`config.mk`:
```
export PLATFORM = sky130hd
export DESIGN_NAME = can_rx_id_filter_fifo_flat
export DESIGN_NICKNAME = d
export VERILOG_FILES = /design/src/crxf_pkg.sv /design/src/crxf_if.sv /design/src/can_rx_id_filter_fifo.sv /design/src/crxf_slot_ram.sv /design/src/crxf_filter.sv /design/src/flat_wrapper.sv
export SDC_FILE = /design/constraint.sdc
export NUM_CORES = 2
export LEC_CHECK = 0
export ABC_CLOCK_PERIOD_IN_PS = 15000
export BUFFER_PORTS_ARGS = -buffer_cell sky130_fd_sc_hd__buf_4
export CORE_MARGIN = 8
export CORE_UTILIZATION = 58
export CTS_BUF_LIST = sky130_fd_sc_hd__clkbuf_16
export DETAILED_ROUTE_END_ITERATION = 7
export PLACE_DENSITY = 0.75
export SETUP_SLACK_MARGIN = 0.2
export SYNTH_ARGS = -nofsm -noshare
export SYNTH_HDL_FRONTEND = slang
export SYNTH_HIERARCHICAL = 1
export SYNTH_SLANG_ARGS = --single-unit
```
`constraint.sdc`:
```
create_clock -name clock -period 15 [get_ports clock]
set_clock_uncertainty 0.2 [all_clocks]
set_input_delay 3.75 -clock clock [delete_from_list [all_inputs] [get_ports clock]]
set_output_delay 3.75 -clock clock [all_outputs]
set_load 0.1 [all_outputs]
```
`src/crxf_pkg.sv`:
```
// shared types, constants and helpers of the can receive filter and frame ring
`default_nettype none
package crxf_pkg;

   localparam int FIFO_DEPTH     = 16;
   localparam int NUM_ACCEPT_IDS = 6;

   localparam int PTR_W     = (FIFO_DEPTH > 1) ? $clog2(FIFO_DEPTH) : 1;
   localparam int ID_W      = 32;
   localparam int LEN_W     = 4;
   localparam int DATA_W    = 64;
   localparam int CNT_W     = 3;
   localparam int CSR_IDX_W = 4;
   localparam int CSR_DAT_W = 32;
   localparam int MAX_BYTES = 8;

   localparam logic [CSR_IDX_W-1:0] REG_ENABLE       = CSR_IDX_W'(0);
   localparam logic [CSR_IDX_W-1:0] REG_ACCEPT_COUNT = CSR_IDX_W'(1);
   localparam logic [CSR_IDX_W-1:0] REG_ACCEPT_ID0   = CSR_IDX_W'(2);

   localparam logic MODE_FRAME = 1'b0;
   localparam logic MODE_READ  = 1'b1;

   typedef enum logic [0:0] {
      ST_IDLE,
      ST_READ
   } crxf_state_type;

   typedef struct packed {
      logic [ID_W-1:0]   id;
      logic [LEN_W-1:0]  len;
      logic [DATA_W-1:0] data;
   } crxf_slot_type;

   typedef struct packed {
      logic enable;
      logic hit;
   } crxf_filt_type;

   function automatic logic [LEN_W-1:0] sat_len(input logic [LEN_W-1:0] len);
      logic [LEN_W-1:0] r;
      r = (len > LEN_W'(MAX_BYTES)) ? LEN_W'(MAX_BYTES) : len;
      return r;
   endfunction

   function automatic logic [DATA_W-1:0] byte_mask(input logic [LEN_W-1:0] len);
      logic [DATA_W-1:0] m;
      m = '0;
      for (int i = 0; i < MAX_BYTES; i++) begin
         m[8*i +: 8] = (LEN_W'(i) < len) ? 8'hFF : 8'h00;
      end
      return m;
   endfunction

endpackage
`default_nettype wire

```
`src/crxf_if.sv`:
```
// channel interfaces: frame/read requests, results and register writes
`default_nettype none
interface crxf_req_if
   import crxf_pkg::*;
   ();
   logic              valid;
   logic              ready;
   logic              mode;
   logic [ID_W-1:0]   frame_id;
   logic [LEN_W-1:0]  frame_len;
   logic [DATA_W-1:0] frame_data;

   modport source (output valid, mode, frame_id, frame_len, frame_data, input ready);
   modport sink   (input valid, mode, frame_id, frame_len, frame_data, output ready);
endinterface

interface crxf_rsp_if
   import crxf_pkg::*;
   ();
   logic              valid;
   logic              ready;
   logic              accepted;
   logic              read_ok;
   logic [ID_W-1:0]   read_id;
   logic [LEN_W-1:0]  read_len;
   logic [DATA_W-1:0] read_data;
   logic              inbox_nonempty;

   modport source (output valid, accepted, read_ok, read_id, read_len, read_data,
                   inbox_nonempty, input ready);
   modport sink   (input valid, accepted, read_ok, read_id, read_len, read_data,
                   inbox_nonempty, output ready);
endinterface

interface crxf_csr_if
   import crxf_pkg::*;
   ();
   logic                 valid;
   logic                 ready;
   logic [CSR_IDX_W-1:0] index;
   logic [CSR_DAT_W-1:0] data;

   modport source (output valid, index, data, input ready);
   modport sink   (input valid, index, data, output ready);
endinterface
`default_nettype wire

```
`src/can_rx_id_filter_fifo.sv`:
```
// top level: request control, ring pointers, slot occupancy and result register
//
//   channel  role    handshake     word
//   req_in   sink    valid/ready   mode, frame_id, frame_len, frame_data
//   rsp_out  source  valid/ready   accepted, read_ok, read_id, read_len, read_data,
//                                  inbox_nonempty
//   csr_in   sink    valid/ready   index, data (ready always high)
//
// a frame does the filter compare and slot write at the accept edge, which also
// loads the result into the output register. a read goes through the registered
// read port of the slot memory before its result is loaded. one request is in flight at
// a time; req_in.ready drops while a read is out and while a result is stalled.
// reset clears the pointers and the per-slot occupancy flags, so every slot
// reads as empty at once; the slot memory itself is never cleared.
`default_nettype none
module can_rx_id_filter_fifo
   import crxf_pkg::*;
(
   input  wire logic clock,
   input  wire logic reset,
   crxf_req_if.sink   req_in,
   crxf_rsp_if.source rsp_out,
   crxf_csr_if.sink   csr_in
);

   crxf_state_type     state_ff, state_in;
   logic [PTR_W-1:0]   wr_ptr_ff, wr_ptr_in;
   logic [PTR_W-1:0]   rd_ptr_ff, rd_ptr_in;
   logic [FIFO_DEPTH-1:0] occ_ff, occ_in;
   logic               ok_ff, ok_in;
   logic               nonempty_ff, nonempty_in;

   logic               rsp_valid_ff, rsp_valid_in;
   logic               rsp_acc_ff, rsp_acc_in;
   logic               rsp_ok_ff, rsp_ok_in;
   logic [ID_W-1:0]    rsp_id_ff, rsp_id_in;
   logic [LEN_W-1:0]   rsp_len_ff, rsp_len_in;
   logic [DATA_W-1:0]  rsp_data_ff, rsp_data_in;
   logic               rsp_ne_ff, rsp_ne_in;

   crxf_filt_type      filt;
   crxf_slot_type      wr_entry, rd_entry;
   logic               out_free;
   logic               take;
   logic               frame_take;
   logic               read_take;
   logic               store;
   logic               read_hit;
   logic [LEN_W-1:0]   len_sat;

   crxf_filter u_filter (
      .clock    (clock),
      .reset    (reset),
      .csr_in   (csr_in),
      .frame_id (req_in.frame_id),
      .filt     (filt)
   );

   crxf_slot_ram u_ram (
      .clock    (clock),
      .wr_en    (store),
      .wr_addr  (wr_ptr_ff),
      .wr_entry (wr_entry),
      .rd_en    (read_take),
      .rd_addr  (rd_ptr_ff),
      .rd_entry (rd_entry)
   );

   assign out_free     = !rsp_valid_ff || rsp_out.ready;
   assign req_in.ready = (state_ff == ST_IDLE) && out_free;
   assign take         = req_in.valid && req_in.ready;
   assign frame_take   = take && (req_in.mode == MODE_FRAME);
   assign read_take    = take && (req_in.mode == MODE_READ);
   assign len_sat      = sat_len(req_in.frame_len);
   assign store        = frame_take && (len_sat != '0) && filt.hit;
   assign read_hit     = filt.enable && occ_ff[rd_ptr_ff];

   assign wr_entry.id   = req_in.frame_id;
   assign wr_entry.len  = len_sat;
   assign wr_entry.data = req_in.frame_data & byte_mask(len_sat);

   // pointers and occupancy
   always_comb begin
      wr_ptr_in = wr_ptr_ff;
      rd_ptr_in = rd_ptr_ff;
      occ_in    = occ_ff;
      if (store) begin
         occ_in[wr_ptr_ff] = 1'b1;
         wr_ptr_in = (wr_ptr_ff == PTR_W'(FIFO_DEPTH-1)) ? '0 : wr_ptr_ff + 1'b1;
      end
      if (read_take && read_hit) begin
         occ_in[rd_ptr_ff] = 1'b0;
         rd_ptr_in = (rd_ptr_ff == PTR_W'(FIFO_DEPTH-1)) ? '0 : rd_ptr_ff + 1'b1;
      end
   end

   always_comb begin
      nonempty_in = filt.enable && occ_in[rd_ptr_in];
      ok_in       = ok_ff;
      if (read_take) begin
         ok_in = read_hit;
      end
   end

   always_ff @(posedge clock) begin
      if (reset) begin
         state_ff     <= ST_IDLE;
         wr_ptr_ff    <= '0;
         rd_ptr_ff    <= '0;
         occ_ff       <= '0;
         rsp_valid_ff <= 1'b0;
      end else begin
         state_ff     <= state_in;
         wr_ptr_ff    <= wr_ptr_in;
         rd_ptr_ff    <= rd_ptr_in;
         occ_ff       <= occ_in;
         rsp_valid_ff <= rsp_valid_in;
      end
   end

   always_ff @(posedge clock) begin
      ok_ff       <= ok_in;
      rsp_acc_ff  <= rsp_acc_in;
      rsp_ok_ff   <= rsp_ok_in;
      rsp_id_ff   <= rsp_id_in;
      rsp_len_ff  <= rsp_len_in;
      rsp_data_ff <= rsp_data_in;
      rsp_ne_ff   <= rsp_ne_in;
      if (read_take) begin
         nonempty_ff <= nonempty_in;
      end
   end

   // next state and result register
   always_comb begin
      state_in     = state_ff;
      rsp_valid_in = rsp_valid_ff && !rsp_out.ready;
      rsp_acc_in   = rsp_acc_ff;
      rsp_ok_in    = rsp_ok_ff;
      rsp_id_in    = rsp_id_ff;
      rsp_len_in   = rsp_len_ff;
      rsp_data_in  = rsp_data_ff;
      rsp_ne_in    = rsp_ne_ff;
      unique case (state_ff)
         ST_IDLE: begin
            if (frame_take) begin
               rsp_valid_in = 1'b1;
               rsp_acc_in   = store;
               rsp_ok_in    = 1'b0;
               rsp_id_in    = '0;
               rsp_len_in   = '0;
               rsp_data_in  = '0;
               rsp_ne_in    = nonempty_in;
            end else if (read_take) begin
               state_in = ST_READ;
            end
         end
         ST_READ: begin
            // slot word is out of the memory now
            if (out_free) begin
               state_in     = ST_IDLE;
               rsp_valid_in = 1'b1;
               rsp_acc_in   = 1'b0;
               rsp_ok_in    = ok_ff;
               rsp_id_in    = ok_ff ? rd_entry.id : '0;
               rsp_len_in   = ok_ff ? rd_entry.len : '0;
               rsp_data_in  = ok_ff ? (rd_entry.data & byte_mask(rd_entry.len)) : '0;
               rsp_ne_in    = nonempty_ff;
            end
         end
         default: begin
            state_in = ST_IDLE;
         end
      endcase
   end

   assign rsp_out.valid          = rsp_valid_ff;
   assign rsp_out.accepted       = rsp_acc_ff;
   assign rsp_out.read_ok        = rsp_ok_ff;
   assign rsp_out.read_id        = rsp_id_ff;
   assign rsp_out.read_len       = rsp_len_ff;
   assign rsp_out.read_data      = rsp_data_ff;
   assign rsp_out.inbox_nonempty = rsp_ne_ff;

endmodule
`default_nettype wire

```
`src/crxf_slot_ram.sv`:
```
// frame slot memory: one write port, one registered read port
`default_nettype none
module crxf_slot_ram
   import crxf_pkg::*;
(
   input  wire logic             clock,
   input  wire logic             wr_en,
   input  wire logic [PTR_W-1:0] wr_addr,
   input  wire crxf_slot_type    wr_entry,
   input  wire logic             rd_en,
   input  wire logic [PTR_W-1:0] rd_addr,
   output crxf_slot_type         rd_entry
);

   crxf_slot_type mem_ff [FIFO_DEPTH];
   crxf_slot_type rd_entry_ff;

   always_ff @(posedge clock) begin
      if (wr_en) begin
         mem_ff[wr_addr] <= wr_entry;
      end
      if (rd_en) begin
         rd_entry_ff <= mem_ff[rd_addr];
      end
   end

   assign rd_entry = rd_entry_ff;

endmodule
`default_nettype wire

```
`src/crxf_filter.sv`:
```
// configuration registers and the parallel identifier acceptance compare
`default_nettype none
module crxf_filter
   import crxf_pkg::*;
(
   input  wire logic            clock,
   input  wire logic            reset,
   crxf_csr_if.sink             csr_in,
   input  wire logic [ID_W-1:0] frame_id,
   output crxf_filt_type        filt
);

   logic                 enable_ff;
   logic [CNT_W-1:0]     count_ff;
   logic [ID_W-1:0]      accept_id_ff [NUM_ACCEPT_IDS];
   logic                 csr_take;
   logic [CNT_W-1:0]     count_eff;
   logic                 hit;

   assign csr_in.ready = 1'b1;
   assign csr_take     = csr_in.valid;

   always_ff @(posedge clock) begin
      if (reset) begin
         enable_ff <= 1'b0;
         count_ff  <= '0;
         for (int i = 0; i < NUM_ACCEPT_IDS; i++) begin
            accept_id_ff[i] <= '0;
         end
      end else if (csr_take) begin
         if (csr_in.index == REG_ENABLE) begin
            enable_ff <= csr_in.data[0];
         end
         if (csr_in.index == REG_ACCEPT_COUNT) begin
            count_ff <= csr_in.data[CNT_W-1:0];
         end
         for (int i = 0; i < NUM_ACCEPT_IDS; i++) begin
            if (csr_in.index == REG_ACCEPT_ID0 + CSR_IDX_W'(i)) begin
               accept_id_ff[i] <= csr_in.data[ID_W-1:0];
            end
         end
      end
   end

   // a count beyond the implemented registers uses all of them
   assign count_eff = (count_ff > CNT_W'(NUM_ACCEPT_IDS)) ? CNT_W'(NUM_ACCEPT_IDS) : count_ff;

   always_comb begin
      hit = 1'b0;
      for (int i = 0; i < NUM_ACCEPT_IDS; i++) begin
         if ((CNT_W'(i) < count_eff) && (accept_id_ff[i] == frame_id)) begin
            hit = 1'b1;
         end
      end
   end

   assign filt.enable = enable_ff;
   assign filt.hit    = hit;

endmodule
`default_nettype wire

```
`src/flat_wrapper.sv`:
```
// flat-port wrapper written by rule: the top's interface ports become plain ports
module can_rx_id_filter_fifo_flat import crxf_pkg::*;
  (clock, reset, req_in_valid, req_in_mode, req_in_frame_id, req_in_frame_len, req_in_frame_data, req_in_ready, rsp_out_valid, rsp_out_accepted, rsp_out_read_ok, rsp_out_read_id, rsp_out_read_len, rsp_out_read_data, rsp_out_inbox_nonempty, rsp_out_ready, csr_in_valid, csr_in_index, csr_in_data, csr_in_ready);
  crxf_req_if req_in_i ();
  crxf_rsp_if rsp_out_i ();
  crxf_csr_if csr_in_i ();
  input  wire logic clock;
  input  wire logic reset;
  input wire logic [$bits(req_in_i.valid)-1:0] req_in_valid;
  input wire logic [$bits(req_in_i.mode)-1:0] req_in_mode;
  input wire logic [$bits(req_in_i.frame_id)-1:0] req_in_frame_id;
  input wire logic [$bits(req_in_i.frame_len)-1:0] req_in_frame_len;
  input wire logic [$bits(req_in_i.frame_data)-1:0] req_in_frame_data;
  output wire logic [$bits(req_in_i.ready)-1:0] req_in_ready;
  output wire logic [$bits(rsp_out_i.valid)-1:0] rsp_out_valid;
  output wire logic [$bits(rsp_out_i.accepted)-1:0] rsp_out_accepted;
  output wire logic [$bits(rsp_out_i.read_ok)-1:0] rsp_out_read_ok;
  output wire logic [$bits(rsp_out_i.read_id)-1:0] rsp_out_read_id;
  output wire logic [$bits(rsp_out_i.read_len)-1:0] rsp_out_read_len;
  output wire logic [$bits(rsp_out_i.read_data)-1:0] rsp_out_read_data;
  output wire logic [$bits(rsp_out_i.inbox_nonempty)-1:0] rsp_out_inbox_nonempty;
  input wire logic [$bits(rsp_out_i.ready)-1:0] rsp_out_ready;
  input wire logic [$bits(csr_in_i.valid)-1:0] csr_in_valid;
  input wire logic [$bits(csr_in_i.index)-1:0] csr_in_index;
  input wire logic [$bits(csr_in_i.data)-1:0] csr_in_data;
  output wire logic [$bits(csr_in_i.ready)-1:0] csr_in_ready;
  assign req_in_i.valid = req_in_valid;
  assign req_in_i.mode = req_in_mode;
  assign req_in_i.frame_id = req_in_frame_id;
  assign req_in_i.frame_len = req_in_frame_len;
  assign req_in_i.frame_data = req_in_frame_data;
  assign req_in_ready = req_in_i.ready;
  assign rsp_out_valid = rsp_out_i.valid;
  assign rsp_out_accepted = rsp_out_i.accepted;
  assign rsp_out_read_ok = rsp_out_i.read_ok;
  assign rsp_out_read_id = rsp_out_i.read_id;
  assign rsp_out_read_len = rsp_out_i.read_len;
  assign rsp_out_read_data = rsp_out_i.read_data;
  assign rsp_out_inbox_nonempty = rsp_out_i.inbox_nonempty;
  assign rsp_out_i.ready = rsp_out_ready;
  assign csr_in_i.valid = csr_in_valid;
  assign csr_in_i.index = csr_in_index;
  assign csr_in_i.data = csr_in_data;
  assign csr_in_ready = csr_in_i.ready;
  can_rx_id_filter_fifo u_core (.clock(clock), .reset(reset), .req_in(req_in_i), .rsp_out(rsp_out_i), .csr_in(csr_in_i));
endmodule
```
==> metrics.md <==
| Metric | Value |
|---|---|
| Setup repair after global routing missed its margin | false |
| Initial Utilization | 0.582 |
| Vias per cell | 6.43 |
| Maximum Capacitance Violations | 0 |
| Global Route Usage Sum | 0.251 |
| Dominant synthesized flop cell | sky130_fd_sc_hd__edfxtp_1 |
| PortBufs | 246 |
| Crit path launch type | primary input |
| Antenna violations before repair | 7 |
| Root Buffer Master | sky130_fd_sc_hd__clkbuf_16 |
| Number of clock buffers inserted by TritonCTS | 195 |
| Post-Syn Area per Cell | 20.6 µm² |
| Worst min-delay path class | flop to flop |
| Proportion of register bits with asynchronous set or reset after synthesis | 0 |
| IO Count | 248 |
| Proportion of layout cells with a drive suffix above 1 | 0.245 |
| Max-slew violation count | 0 |
| Count of vias placed by the detailed router | 39.0k |
| Drt first pass iters | 5 |
| TritonCTS clock tree | built |
| Count of nets left with antenna violations after detail routing | 0 |
| Final routed wire length divided by cell count | between 30 and 40 µm |
| Number of gates resized after CTS | 0 |
| Arrival time at the worst endpoint | 9.68 ns |
| DRC violations left | 0 |
| Number of H-tree levels | 4 |
| EDFF count, synth | 1997 |
| Period Utilization, post-route | 0.630 |
| Via count of the first global-routing pass | 40.0k |
| Slowest Stage Delay on Critical Path | ~0.8 ns |
| Clock transition at the registers of the reported paths | ~0.06 ns |
| Pin count of the biggest net entering global routing | 138 |
| Number of design-rule violations left by the first detailed-router iteration | 4792 |
| Library cell contributing the largest single delay on the critical path | sky130_fd_sc_hd__nor2_4 |
| Detailed Route WL | 186000 µm |
| Post-Synthesis Net Count | ~4.0k |
| Type of element capturing the critical path | flop |
| Pleak | 27.8 nW |
| Placeable Area | 135000 µm² |
| Clk_lat worst skew | 0.83 ns |
| Site row count | 135 |
| Sequential share of the synthesized area | 0.771 |
| Netlist area before placement | 78600 µm² |
| Distinct cell type count of the synthesized netlist | 69 |
| Actual slew at the worst max-slew pin | 1.34 ns |
| Global route total overflow | 0 |
| Worst hold slack after final layout | 0.313 ns |
| Final critical-path required period | 9.45 ns |
| Synthesized flop and latch total | 2027 |
| Worst supply voltage drop on vdd | 0.109 mV |
| Number of setup buffers added after CTS | 0 |
| Power density over the cells | approximately 130 nW/µm² |
| Width of the die | 384 µm |
| CTS Hold Bufs | 0 |
| Number of hold-slack violations in the final timing report | 0 |
| Class of the most critical setup path | primary input to flop |
| Layout Nets | approximately 4.3k |
| Gate Count Post-Synth | 3812 |
| Detailed placer's ending HPWL | ~100000 µm |
| Critical Path RT | 15.24 ns |
| Peak Freq | 106 MHz |
| Status | finished clean |
| Sum Neg Setup Slack | 0 ns |
| Chip Height | 384 µm |
| Critical path cell sequence | buf_4 -> xnor2_2 -> nand4_1 -> nor4_1 -> nand4_1 -> o41ai_2 -> a21oi_1 -> o221ai_1 -> nand3b_1 -> nor4_2 -> buf_4 -> or3b_2 -> nor2_4 -> buf_4 -> buf_4 |
| Largest buffer count on any clock path | 3 |
| Crit-path max FO | between 40 and 50 |
| Final weighted congestion in routability-driven placement | 0.874 |
| Worst slew margin | 0.106 |
| Layout area overhead | 12.8% |
| First-pass GRT wire length | around 270000 µm |
| Number of setup violations in the final report | 0 |
| Cell occurring most often along the worst timing path | sky130_fd_sc_hd__buf_4 |
| Synth Warn # | 6 |
| CTS sink count | 2027 |
| Die footprint | 148000 µm² |
worst max-delay path, delay by kind of cell:
| family | cells | cell delay [ns] |
|---|---|---|
| and+or+nand+nor | 7 | 2.48 |
| xor gates and xnor gates | 1 | 0.16 |
| buffers and inverters | 4 | 2.08 |
| AOI/OAI and AO/OA | 3 | 1.13 |
where the power goes:
group | internal (W) | total, W | switching (W)
Combinational | 0.0000911 | 0.000406 | 0.000315
Sequential | 0.00629 | 0.00632 | 0.0000283
Clock | 0.00268 | 0.00473 | 0.00205
placed cells by master (no fill, tap or decap), drive strengths merged, types with 3 or more instances in the layout:
cell      synthesis  layout
a22oi           202     202
buf             117     326
mux2i            15      15
a21o              3       3
nand4            32      32
mux2              5       5
edfxtp         1997    1997
nand3             9       9
nand2           117     117
nor3             15      15
nand2b            4       4
o21ai             9       9
inv              16      69
a41oi             3       3
nor4             33      33
nor2             39      39
o211ai            3       3
clkbuf           96     201
a21oi            16      16
dfxtp            30      30
a22o              3       3
clkinvlp          0       7
clkinv            1      82
diode             0       6
nand3b            5       5
mux4            400     400
a31oi            25      25
and2            278     278
a211oi            3       3
nor2b            71      71
bufinv            0      15
o31a              3       3
xor2             86      86
xnor2           103     103
and3             38      38
ha                8       8
stage by stage:
| stage | setup WS (ns) | power, W | util | area, µm² | cells |
|---|---|---|---|---|---|
| 6_report | 5.55 | 0.0114 | 0.657 | 88600 | 6069 |
| 5_1_grt | 5.46 | 0.0117 | 0.656 | 88600 | 6063 |
| 4_1_cts | 5.71 | 0.0115 | 0.656 | 88600 | 6063 |
| 3_5_place_dp | 4.87 | 0.00684 | 0.611 | 82400 | 5706 |
| 3_3_place_gp | 4.90 | 0.00683 | 0.611 | 82400 | 5706 |
| 2_1_floorplan | 0.923 | 0.00667 | - | 78600 | 3812 |
synthesized netlist by cell type (25+ instances only):
cell	instances	area share
sky130_fd_sc_hd__a31oi_1	25	0.0020
sky130_fd_sc_hd__nor2b_1	70	0.0056
sky130_fd_sc_hd__xor2_1	86	0.0096
sky130_fd_sc_hd__buf_4	42	0.0040
sky130_fd_sc_hd__a22oi_1	202	0.019
sky130_fd_sc_hd__nor2_1	39	0.0019
sky130_fd_sc_hd__mux4_2	400	0.11
sky130_fd_sc_hd__xnor2_1	99	0.011
sky130_fd_sc_hd__dfxtp_1	30	0.0076
sky130_fd_sc_hd__nor4_1	32	0.0025
sky130_fd_sc_hd__edfxtp_1	1997	0.76
sky130_fd_sc_hd__and2_1	277	0.022
sky130_fd_sc_hd__clkbuf_1	96	0.0046
sky130_fd_sc_hd__buf_2	55	0.0035
sky130_fd_sc_hd__and3_1	38	0.0030
sky130_fd_sc_hd__nand2_1	117	0.0056
sky130_fd_sc_hd__nand4_1	32	0.0025
cell families after synthesis:
family	count (synthesis)	synth area share
compound gates	289	0.0270
xor+xnor	189	0.0214
fa+ha+maj	8	0.00127
buf+inv	230	0.0152
flops	2027	0.771
mux	420	0.117
other cells	1	0.0000477
simple gates	648	0.0469
path summary, 6_finish.rpt:
path / start / to / slack (ns) / cells past startpoint
worst max-delay path: req_in_frame_id[28] / u_core/u_ram/mem_ff[2][25]$_DFFE_PP_ / 5.55 / 15
worst min-delay path: u_core/u_ram/rd_entry[9]$_DFFE_PP_ / u_core/rsp_out.read_data[9]$_SDFFCE_PN0P_ / 0.31 / 1
worst max register to register: u_core/u_filter/accept_id_ff[4][30]$_SDFFCE_PN0P_ / u_core/u_ram/mem_ff[2][25]$_DFFE_PP_ / 8.42 / 14
worst min register to register: u_core/u_ram/rd_entry[9]$_DFFE_PP_ / u_core/rsp_out.read_data[9]$_SDFFCE_PN0P_ / 0.31 / 1
sequential cells by signal, summed over array words and instances, names as in the netlist, 3 cells and up:
name	flops
u_core/wr_ptr_ff	4
u_core/occ_ff	16
u_core/u_ram/rd_entry	100
u_core/rsp_out.read_len	4
u_core/rsp_out.read_id	32
u_core/u_filter/accept_id_ff	192
u_core/u_ram/mem_ff	1600
u_core/u_filter/count_ff	3
u_core/rd_ptr_ff	4
u_core/rsp_out.read_data	64
cell type report:
type / instances / area [µm²]
flip-flops and latches: 2027 / 60600
diodes: 6 / 15.0
well taps: 1781 / 2230
clock buffers: 201 / 5030
clock inverters: 156 / 1160
multi-input cells: 1555 / 17000
repair buffers: 326 / 2500
fillers: 8530 / 46300
inverters: 17 / 68.8
layer usage:
| metal | vias to the layer above | share of wire | GRT usage |
|---|---|---|---|
| li1 | 16118 | - | - |
| met1 | 20450 | 0.38 | 0.346 |
| met2 | 2125 | 0.49 | 0.407 |
| met3 | 302 | 0.10 | 0.0576 |
| met4 | 2 | 0.025 | 0.0713 |
| met5 | - | 0.000070 | 0 |
Power figures use the tool's default switching activity.
